<file path="src/rtl/core/frustum_volume_classifier_top_defines.svh">
// ----------------------------------------------------------------------------
// Frustum volume classifier assertion macros
// Concurrent assertion wrappers used by the top level; define NO_ASSERTIONS
// to compile them out.
// ----------------------------------------------------------------------------
`ifndef FRUSTUM_VOLUME_CLASSIFIER_TOP_DEFINES_SVH
`define FRUSTUM_VOLUME_CLASSIFIER_TOP_DEFINES_SVH

`ifndef NO_ASSERTIONS
// same-cycle implication, sampled on clock, off during reset
`define FVC_ASSERT_NOW(label, ante, cons) \
   label: assert property (@(posedge clock) disable iff (reset) (ante) |-> (cons)) \
      else $error("fvc assertion failed: same-cycle check");
// next-cycle implication, sampled on clock, off during reset
`define FVC_ASSERT_NEXT(label, ante, cons) \
   label: assert property (@(posedge clock) disable iff (reset) (ante) |=> (cons)) \
      else $error("fvc assertion failed: next-cycle check");
`else
`define FVC_ASSERT_NOW(label, ante, cons)
`define FVC_ASSERT_NEXT(label, ante, cons)
`endif

`endif

</file>
<file path="src/rtl/core/fvc_pkg.sv">
// ----------------------------------------------------------------------------
// fvc_pkg
// Shared types, codes and arithmetic helpers of the frustum volume classifier.
// ----------------------------------------------------------------------------
package fvc_pkg;

   localparam int PLANE_COUNT_DEFAULT = 6;
   localparam int COORD_BITS_DEFAULT  = 16;
   localparam int NUM_REGS            = 6;
   localparam int CSR_INDEX_BITS      = 3;
   localparam int CSR_DATA_BITS       = 64;

   localparam int FIELD_BITS    = 16;
   localparam int COORD_X_BITS  = 17;   // field value after width handling
   localparam int RADIUS_BITS   = 15;
   localparam int SCALE_BITS    = 16;
   localparam int PROD_BITS     = FIELD_BITS + COORD_X_BITS;        // 33
   localparam int DOT_BITS      = PROD_BITS + 2;                    // 35
   localparam int RDIFF_BITS    = 18;
   localparam int DIST22_BITS   = DOT_BITS + 1;                     // 36
   localparam int SCALED_BITS   = DOT_BITS + SCALE_BITS + 1;        // 52
   localparam int DIST30_BITS   = SCALED_BITS + 1;                  // 53
   localparam int LANE_STAGES   = 4;

   localparam logic [1:0] REQ_POINT    = 2'd0;
   localparam logic [1:0] REQ_SPHERE   = 2'd1;
   localparam logic [1:0] REQ_TRIANGLE = 2'd2;
   localparam logic [1:0] REQ_VOLUME   = 2'd3;

   localparam logic [1:0] VERDICT_CONTAINS  = 2'd0;
   localparam logic [1:0] VERDICT_INTERSECT = 2'd1;
   localparam logic [1:0] VERDICT_OUTSIDE   = 2'd2;

   typedef logic signed [COORD_X_BITS-1:0] fvc_coord_type;

   typedef struct packed {
      fvc_coord_type z;
      fvc_coord_type y;
      fvc_coord_type x;
   } fvc_vertex_type;

   // matches the register layout: offset in the top 16 bits, normal x lowest
   typedef struct packed {
      logic signed [FIELD_BITS-1:0] off;
      logic signed [FIELD_BITS-1:0] nz;
      logic signed [FIELD_BITS-1:0] ny;
      logic signed [FIELD_BITS-1:0] nx;
   } fvc_plane_type;

   typedef struct packed {
      logic [LANE_STAGES-1:0] load;
   } fvc_stage_ctl_type;

   typedef struct packed {
      logic outside;
      logic partial;
   } fvc_lane_res_type;

   // exact product of a Q1.14 normal component and a coordinate
   function automatic logic signed [PROD_BITS-1:0] mul_nv(
      input logic signed [FIELD_BITS-1:0]   n,
      input logic signed [COORD_X_BITS-1:0] v
   );
      logic signed [PROD_BITS-1:0] n_ext;
      logic signed [PROD_BITS-1:0] v_ext;
      n_ext = PROD_BITS'(n);
      v_ext = PROD_BITS'(v);
      return n_ext * v_ext;
   endfunction

endpackage

</file>
<file path="src/rtl/core/fvc_merge.sv">
// ----------------------------------------------------------------------------
// fvc_merge
// Combines the per-plane findings into one verdict and holds it for the
// result channel.
// ----------------------------------------------------------------------------
module fvc_merge #(
   parameter int LANE_COUNT = fvc_pkg::PLANE_COUNT_DEFAULT
) (
   input  logic                          clock,
   input  logic                          reset,
   input  logic                          in_valid,
   output logic                          in_ready,
   input  fvc_pkg::fvc_lane_res_type     lane_res [LANE_COUNT],
   output logic                          rsp_valid,
   input  logic                          rsp_ready,
   output logic [1:0]                    rsp_verdict
);

   logic       any_outside;
   logic       any_partial;
   logic [1:0] verdict_in;
   logic [1:0] verdict_ff;
   logic       valid_in;
   logic       valid_ff;

   always_comb begin
      any_outside = 1'b0;
      any_partial = 1'b0;
      for (int i = 0; i < LANE_COUNT; i++) begin
         any_outside = any_outside | lane_res[i].outside;
         any_partial = any_partial | lane_res[i].partial;
      end
      // any plane that rejects wins over partial overlap elsewhere
      if (any_outside) begin
         verdict_in = fvc_pkg::VERDICT_OUTSIDE;
      end else if (any_partial) begin
         verdict_in = fvc_pkg::VERDICT_INTERSECT;
      end else begin
         verdict_in = fvc_pkg::VERDICT_CONTAINS;
      end
   end

   assign in_ready = ~valid_ff | rsp_ready;
   assign valid_in = in_ready ? in_valid : valid_ff;

   always_ff @(posedge clock) begin
      if (reset) begin
         valid_ff <= 1'b0;
      end else begin
         valid_ff <= valid_in;
      end
   end

   always_ff @(posedge clock) begin
      if (in_ready) begin
         verdict_ff <= verdict_in;
      end
   end

   assign rsp_valid   = valid_ff;
   assign rsp_verdict = verdict_ff;

endmodule
</file>
<file path="config.mk">
export PLATFORM = sky130hd
export DESIGN_NAME = fvc_merge
export DESIGN_NICKNAME = d
export VERILOG_FILES = /design/src/rtl/core/frustum_volume_classifier_top_defines.svh /design/src/rtl/core/fvc_pkg.sv /design/src/rtl/core/fvc_merge.sv
export SDC_FILE = /design/constraint.sdc
export NUM_CORES = 1
export LEC_CHECK = 0
export BUFFER_PORTS_ARGS = -buffer_cell sky130_fd_sc_hd__buf_2
export CAP_MARGIN = 20
export CORE_AREA = 2 2 39 41
export CTS_CLUSTER_DIAMETER = 40
export DETAILED_ROUTE_END_ITERATION = 6
export DIE_AREA = 0 0 41 43
export SLEW_MARGIN = 30
export SYNTH_ARGS = -nofsm -noshare
export SYNTH_HDL_FRONTEND = slang
export SYNTH_SLANG_ARGS = --single-unit
</file>
<file path="constraint.sdc">
create_clock -name clock -period 1.5 [get_ports clock]
set_input_delay 0.225 -clock clock [delete_from_list [all_inputs] [get_ports clock]]
set_output_delay 0.225 -clock clock [all_outputs]
set_load 0.02 [all_outputs]
</file>
---- Word level (Yosys, flattened, before mapping) ----
Cells that the tools add are included.
word-level totals
  bits in registers ....................... 3
  output and inout port bits .............. 4
operators by class
  muxes and demuxes ....................... 1
  bitwise logic cells ..................... 12
operator list
  operator          number
  1-bit bitwise OR  11
  1-bit 2-to-1 mux  1
  1-bit inverter    1

---- Depth between registers and ports, before layout ----
Gate-level depths: netlist (run 1).
  word-level depth ........................ 6
  gate-level depth with buffers ........... 2
  depth with buffers taken out ............ 2

---- Worst setup path before layout (run 1) ----
No wires, ideal clock.
  kind .................................... in2reg
  start ................................... in lane_res[9] (netlist name)
  end ..................................... reg verdict_ff[1] (netlist: rsp_verdict[1]), data pin
  library setup time ...................... 0.259 ns
  data arrival time ....................... 0.936 ns
  path slack .............................. 0.304 ns
  stages .................................. 2
  buffers on the path ..................... 0
  cells stage by stage .................... or4_4 > or2_1
between the ends
  longest elaborated chain between the ends .. 5
RTL lines
  element                         RTL line         RTL
  start, declared                 fvc_merge.sv:13  input fvc_pkg::fvc_lane_res_type lane_res [LANE_COUNT],
  1-bit bitwise OR (5 in series)  fvc_merge.sv:30  any_outside = any_outside | lane_res[i].outside;
  named net any_outside           fvc_merge.sv:19  logic any_outside;
  end signal, assigned            fvc_merge.sv:56  verdict_ff <= verdict_in;
  end, declared                   fvc_merge.sv:22  logic [1:0] verdict_ff;
The timed path passes the listed nets, and every way through them passes these cells.
A chain may end at the register's enable or synchronous reset.

---- Final worst setup path (run 1) ----
  start ................................... reg valid_ff (netlist: rsp_valid)
  end ..................................... out in_ready
between the ends
  longest elaborated chain between the ends .. 2
RTL lines
  element                 RTL line         RTL
  start, declared         fvc_merge.sv:24  logic valid_ff;
  start signal, assigned  fvc_merge.sv:50  valid_ff <= valid_in;
  1-bit inverter          fvc_merge.sv:43  assign in_ready = ~valid_ff | rsp_ready;
  1-bit bitwise OR        fvc_merge.sv:43
  end, declared           fvc_merge.sv:12  output logic in_ready,
Every way passes these cells.

==> results by stage, run 1 <==
Outcome:
- The run finished with clean final reports.

Synthesis:
- By area the synthesized netlist is led by sky130_fd_sc_hd__edfxtp_1 (44%), sky130_fd_sc_hd__dfxtp_1 (15%), sky130_fd_sc_hd__or4_4 (8.3%), sky130_fd_sc_hd__a211oi_1 (5.5%), sky130_fd_sc_hd__nand2b_1 (4.6%).
- In this run the biggest area consumer among cell types represents 44.0% of the synthesized area.
- sky130_fd_sc_hd__edfxtp_1 takes more of the synthesized area than any other cell.
- For this run, the leading register cell type out of synthesis is sky130_fd_sc_hd__edfxtp_1.
- In this run, synthesis produced a sequential element count of 3.
- After synthesis, the netlist uses 11 different library cells.
- The number of flops mapped to enable cells by yosys is 2.
- The synthesized netlist occupies a cell area of 136 sq um.
- sky130_fd_sc_hd__edfxtp_1 is the most common cell in the netlist.
- After technology mapping, the gate count stands at 12.
- The mean instance size in the synthesized netlist is 11.4 sq um.
- The count of yosys warnings during synthesis is 0.
- The share of flip-flops with an asynchronous set or reset after synthesis is 0%.
- The number of nets handed over by synthesis was 28.
- The proportion of synthesized chip area in sequential cells is 58.7%.

Routing:
- The number of search-and-repair iterations in the first detailed-routing pass is 2.
- The final wirelength is 345 um.
- The DRC violations left is 0.
- Summing over every cut layer, the via total after detailed routing is 170.
- In the final routed layout, each cell accounts on average for 6.76 um.
- The number of DRC violations after detailed-routing iteration 0 is 4.
- The number of vias per cell is 3.33.
- The detail route stage leaves a number of antenna-violating nets equal to 0.

Timing:
- The part of the cycle the worst path needs is 72.9%.
- In the final timing run, aggregate negative setup slack is 0 ns.
- The worst hold slack after final layout is 0.145 ns.
- The transition time of the tightest slew-check pin is 0.226 ns.
- The total of endpoints with negative setup slack in the final report is 0.
- Subtracting the final worst setup slack from the clock period gives 1.09 ns.
- Derived from the worst setup path, the maximum achievable clock frequency is 914 MHz.
- The number of hold violations in the final report came to 0.
- Setup repair after global routing left no endpoint under its margin.
- The count of pins over their slew limit is 0.
- For the final database, setup skew stands at 0.00290 ns.
- The worst slew slack as a fraction of its limit is 84.8%.

Floorplan:
- The die is 43 um tall.
- During I/O placement, the number of pins put on the boundary was 20.
- The core area is 1380 sq um.
- The die covers 1760 sq um.
- Once the floorplan was initialized, standard cells occupied 9.86% of the core.
- The die is 41 um wide.
- The floorplan has 14 rows.

Power and ir drop:
- Sequential cells account for 34.3% of the total power.
- Per report_power, the combinational group accounts for 13.4% of the total.
- Of the total power, the share spent switching nets is 21.6%.
- The power density relative to cell area is 973 nW/um^2.
- For this design the total switching power over the nets is 0.0584 mW.
- The internal power summed over all cells is 0.212 mW.
- The static leakage power is 0.134 nW.
- The clock group share of total power is 52.3%.
- VDD sags by at most 0.191 mV.

Worst setup path:
- The worst register-to-register path has a setup slack of 0.75 ns.
- The worst register-to-register path begins at rsp_valid.
- The slowest cell on the critical path is sky130_fd_sc_hd__dfxtp_1.
- The critical path startpoint is rsp_valid.
- STA classifies the critical path endpoint as an output pin.
- The destination of the critical timing path is in_ready.
- STA classifies the critical path startpoint as a flop.
- The peak per-stage delay on the critical path is 0.30 ns.
- At the worst endpoint, the arrival time is 0.87 ns.
- The end of the worst register-to-register path is rsp_verdict[1].
- The worst setup path is of the reg -> out kind.
- The signal on the critical path passes through nand2b_1, buf_2.
- Of all nets on the critical path, the largest fanout is 4.
- Measured in cells, the most critical reg-to-reg path has a length of 1.
- STA puts the critical path data required time at 1.27 ns.

GRT:
- The via count of the first global-routing pass is 173.
- The first global-routing pass estimated 621 um of wire.
- The initial antenna violation count came to 0.
- The all-layer global routing usage is 6.13%.
- Entering global routing, the biggest net connects 5 pins.
- The aggregate global routing overflow is 0.

Clock tree:
- In this run the post-CTS setup repair buffer count came out at 0.
- Post-CTS repair changed the size of 0 cells.
- Buffers inserted during clock tree synthesis total 3.
- The root buffer cell chosen for the clock tree is sky130_fd_sc_hd__clkbuf_4.
- The sink count of the clock tree is 3.
- The clock insertion delay at the later pin of the skew report is 0.23 ns.
- TritonCTS built the clock tree.
- The clock input transition at the sequential cells of the worst setup and hold paths is 0.04 ns.
- The number of levels in the clock H-tree is 1.
- No sink is reached through more buffers than the 2 on the longest clock path.
- The count of hold buffers inserted by post-cts repair is 0.

Cells and area:
- Cells with a size suffix above 1 make up 68.6% of the layout.
- The area growth from synthesis to layout is 104%.
- In the final design database the tool counted 52 nets.
- 0 antenna diodes ended up in the layout.

Placement:
- The last weighted congestion value of the routability-driven placer is 0.666.
- The count of port buffers added during placement is 19.

Min path:
- The worst min-delay path category is in -> reg.
- The number of cells on the worst hold path is 2.

Job:
- Across the run, the number of max-cap violations was 0.
cell usage in the layout (no fill, tap or decap), drive strengths merged:
| cell | n |
|---|---|
| buf | 19 |
| or4 | 1 |
| nor2 | 1 |
| dfxtp | 1 |
| clkbuf | 4 |
| edfxtp | 2 |
| inv | 1 |
| nand2b | 1 |
| nor4 | 1 |
| or2 | 2 |
| a21oi | 1 |
| a211oi | 1 |
state kept, by name, indices dropped and copies added, names as in the netlist:
| name | count |
|---|---|
| rsp_valid | 1 |
| rsp_verdict | 2 |
critical path: cells and delay by family, from the launching register on:
family	cells	cell delay (ns)
buffers and inverters	1	0.20
flip-flops	1	0.30
AND/OR/NAND/NOR	1	0.14
layer usage:
layer | global-route usage (%) | wire [um] | vias up | part of all wire, %
li1 | - | - | 89 | -
met1 | 5.16 | 122 | 66 | 35
met2 | 7.50 | 163 | 15 | 47
met3 | 4.71 | 59 | 0 | 17
met4 | 8.00 | 0 | 0 | 0
met5 | 0 | 0 | - | 0
metrics by stage:
| stage | setup WS (ns) | std cells | total power [mW] | util (%) | instance area [sq um] |
|---|---|---|---|---|---|
| CTS | 0.373 | 51 | 0.277 | 20.1 | 278 |
| detailed placement | 0.193 | 47 | 0.131 | 18.2 | 251 |
| finish | 0.406 | 51 | 0.270 | 20.1 | 278 |
| floorplan | 0.304 | 12 | 0.107 | - | 136 |
| global route | 0.317 | 51 | 0.296 | 20.1 | 278 |
| global placement | 0.196 | 47 | 0.130 | 18.2 | 251 |
logic make-up after synthesis:
kind of cell / synth area share, %
and+or+nand+nor: 29.4
DFF: 58.7
AOI/OAI and AO/OA: 9.17
buffers and inverters: 2.75
power groups by stage:
stage | clock network, mW | registers (mW) | logic (mW)
6_report | 0.141 | 0.0927 | 0.0362
3_5_place_dp | 0 | 0.0940 | 0.0368
5_1_grt | 0.161 | 0.0930 | 0.0415
2_1_floorplan | 0 | 0.0986 | 0.00866
3_3_place_gp | 0 | 0.0940 | 0.0361
4_1_cts | 0.148 | 0.0928 | 0.0369
final cells by class:
type	count	area [sq um]
Clock buffer	4	26.3
Tap cell	16	20.0
Sequential cell	3	80.1
Timing Repair Buffer	19	95.1
Fill cell	157	1110
Multi-Input combinational cell	8	52.6
Inverter	1	3.75
worst min path at each step:
stage / start / to / slack, ns
floorplan: reset / rsp_valid / 0.29
global placement: reset / rsp_valid / 0.38
detailed placement: reset / rsp_valid / 0.38
CTS: reset / rsp_valid / 0.13
global route: reset / rsp_valid / 0.16
finish: reset / rsp_valid / 0.15
(Power assumes the default switching activity.)
==> run 2: changes to the inputs <==
clock period = 1.1 ns   (was 1.5 ns; I/O delays follow)
==> run 2 against run 1 <==
  * Non-clock buffer count did not move
  * Total power rose by 38%
  * Register-to-register slack got worse by 0.35 ns
  * Combinational power rose by 42%
  * Global-route usage did not move
  * Largest cell class unchanged
  * Hold slack got worse by 0.060 ns
  * Highest routed layer unchanged
  * Utilization rose by 0.54 points
==> results by stage, run 2 (synthesis results as in run 1) <==
Outcome:
- Result of the run: complete, no violations (unchanged).

Cells and area:
- The post-route non-filler standard cell count is 51 (unchanged).
- The area growth from synthesis to layout was 109% (was 104%).
- The flip-flop count of the largest register after layout was 2 (unchanged).
- The most frequent standard cell in the layout excluding fill and tap cells was sky130_fd_sc_hd__buf_2 (unchanged).
- The total inserted antenna cells is 0 (unchanged).
- Top library cells by usage in the layout, fill and taps aside: sky130_fd_sc_hd__buf_2 (19), sky130_fd_sc_hd__clkbuf_4 (3), sky130_fd_sc_hd__edfxtp_1 (2) (unchanged).
- The number of nets in the finished design is 52 (unchanged).
- The share of layout cells above drive strength 1 was 71.4% (was 68.6%).
- The summed area of non-filler cells in the final layout was 285 sq um (was 278 sq um).
- The fraction of the core area covered by cells at the end of the flow is 20.6% (was 20.1%).

Clock tree:
- The sink count of the clock tree is 3 (unchanged).
- The clock input transition at the sequential cells of the worst setup and hold paths was 0.04 ns (about the same).
- The number of buffers created by CTS is 3 (unchanged).
- The clock insertion delay at the later pin of the skew report is 0.23 ns (about the same).
- The CTS root buffer is sky130_fd_sc_hd__clkbuf_4 (unchanged).
- The TritonCTS clock tree is done (unchanged).
- The count of hold buffers inserted by post-cts repair is 0 (unchanged).
- The number of levels in the clock H-tree came to 1 (unchanged).
- The clock tree buffer depth was 2 (unchanged).

Timing:
- The worst slew slack as a fraction of its limit is 84.8% (unchanged).
- The maximum clock rate is 994 MHz.
- The transition time of the tightest slew-check pin came to 0.226 ns (unchanged).
- The count of pins over their slew limit is 0 (unchanged).
- The total negative setup slack is 0 ns (unchanged).
- The post-route worst setup slack is 0.0941 ns (was 0.406 ns).
- Unrepaired setup endpoints after global routing: false (unchanged).
- The clock tree skew after final layout came to 0.00290 ns (unchanged).
- The total of endpoints with negative setup slack in the final report was 0 (unchanged).
- Counting I/O delays and the setup requirement, the final critical path takes 1.01 ns.
- Dividing the final minimum period by the clock period gives 91.4%.
- The worst hold slack after final layout is 0.0853 ns (was 0.145 ns).
- The number of hold violations in the final report came to 0 (unchanged).

Power and ir drop:
- The internal power summed over all cells came to 0.291 mW (was 0.212 mW).
- The power share of the combinational group was 13.9% (was 13.4%).
- The worst supply voltage drop on vdd was 0.261 mV (was 0.191 mV).
- The switching share of total power is 21.8% (was 21.6%).
- The power density relative to cell area is 1300 nW/um^2 (was 973 nW/um^2).
- The static leakage power came to 0.139 nW (was 0.134 nW).
- The total power is 0.372 mW (was 0.270 mW).
- The total net switching power is 0.0809 mW (was 0.0584 mW).
- The part of the total power dissipated in sequential elements came to 34.3% (about the same).
- The clock group share of total power is 51.8% (was 52.3%).

GRT:
- The all-layer global routing usage is 6.13% (unchanged).
- The pin count of the biggest net entering global routing is 5 (unchanged).
- The initial antenna violation count is 0 (unchanged).
- The wire length of the first global-routing pass is 621 um (unchanged).
- The aggregate global routing overflow is 0 (unchanged).
- The via count of the first global-routing pass is 173 (unchanged).

Min path:
- The worst min-delay path category is in -> reg (unchanged).

Worst setup path:
- Series of cell instances along the critical path: buf_2, or4_4, or2_1 (was nand2b_1, buf_2).
- The required arrival time at the worst endpoint was 1.08 ns (was 1.27 ns).
- The number of buffers and inverters on the critical path is 1 (unchanged).
- The peak per-stage delay on the critical path is 0.51 ns (was 0.30 ns).
- The type of element capturing the critical path is a flop (was output pin).
- The class of the most critical setup path is in -> reg (was reg -> out).
- The slowest cell on the critical path is sky130_fd_sc_hd__or4_4 (was sky130_fd_sc_hd__dfxtp_1).
- The maximum fanout along the worst path was 2 (was 4).
- The arrival time at the worst endpoint is 0.98 ns (was 0.87 ns).
- The cell class contributing the biggest share of worst-path delay is simple AND/OR/NAND/NOR gates (was flip-flops).
- The startpoint type of the worst setup path is a primary input (was flop).

Routing:
- The number of search-and-repair iterations in the first detailed-routing pass was 2 (unchanged).
- The final wirelength came to 346 um (was 345 um).
- The routed wirelength normalized by instance count is 6.78 um (was 6.76 um).
- The number of vias per cell is 3.33 (unchanged).
- The post-route antenna net violation count is 0 (unchanged).
- The DRC violations left came to 0 (unchanged).
- The number of DRC violations after detailed-routing iteration 0 was 4 (unchanged).
- The overall via count from detail_route is 170 (unchanged).

Floorplan:
- The x dimension of the die is 41 um (unchanged).
- The floorplan die height came to 43 um (unchanged).
- The count of pins on the block boundary came to 20 (unchanged).
- The number of core rows is 14 (unchanged).
- The core area came to 1380 sq um (unchanged).
- The initial cell density of the core is 9.86% (unchanged).
- The die outline area is 1760 sq um (unchanged).

Job:
- The max-cap check violation count is 0 (unchanged).

Placement:
- The placement-stage cell area is 251 sq um (unchanged).
- The count of placed standard cells including taps was 47 (unchanged).
- The last weighted congestion value of the routability-driven placer is 0.666 (unchanged).
- The worst setup slack after placement is -0.147 ns (was 0.193 ns).
- The count of port buffers added during placement is 19 (unchanged).
run 2: final timing paths:
path	start	end	slack, ns	cells past startpoint
worst max register to register	rsp_valid	rsp_verdict[1]	0.40	1
worst min-delay path	reset	rsp_valid	0.09	2
worst max-delay path	lane_res[9]	rsp_verdict[1]	0.09	3
worst min register to register	rsp_valid	rsp_valid	0.52	2
run 2: repair_timing:
item	4_1_cts	5_1_grt
buffers inserted	0	0
gates resized for setup	0	1
hold endpoints to repair	0	0
setup endpoints to repair	0	1
run 2: layer usage:
metal  vias up  routed length [um]  global-route usage (%)
li1         89                   -                       -
met2        15                 163                    7.50
met1        66                 123                    5.16
met3         0                  59                    4.71
met5         -                   0                       0
met4         0                   0                    8.00
run 2: power groups by stage:
stage               sequential [mW]  clock (mW)  combinational (mW)
floorplan                     0.134           0              0.0118
global placement              0.128           0              0.0493
detailed placement            0.128           0              0.0502
CTS                           0.126       0.202              0.0503
global route                  0.128       0.220              0.0588
finish                        0.128       0.193              0.0515
run 2: final cells by class:
cell class                 instances  area (sq um)
fill                             155          1100
inverter                           1          3.75
multi-input combinational          8          60.1
timing repair buffer              19          95.1
sequential                         3          80.1
tap                               16          20.0
clock buffer                       4          26.3
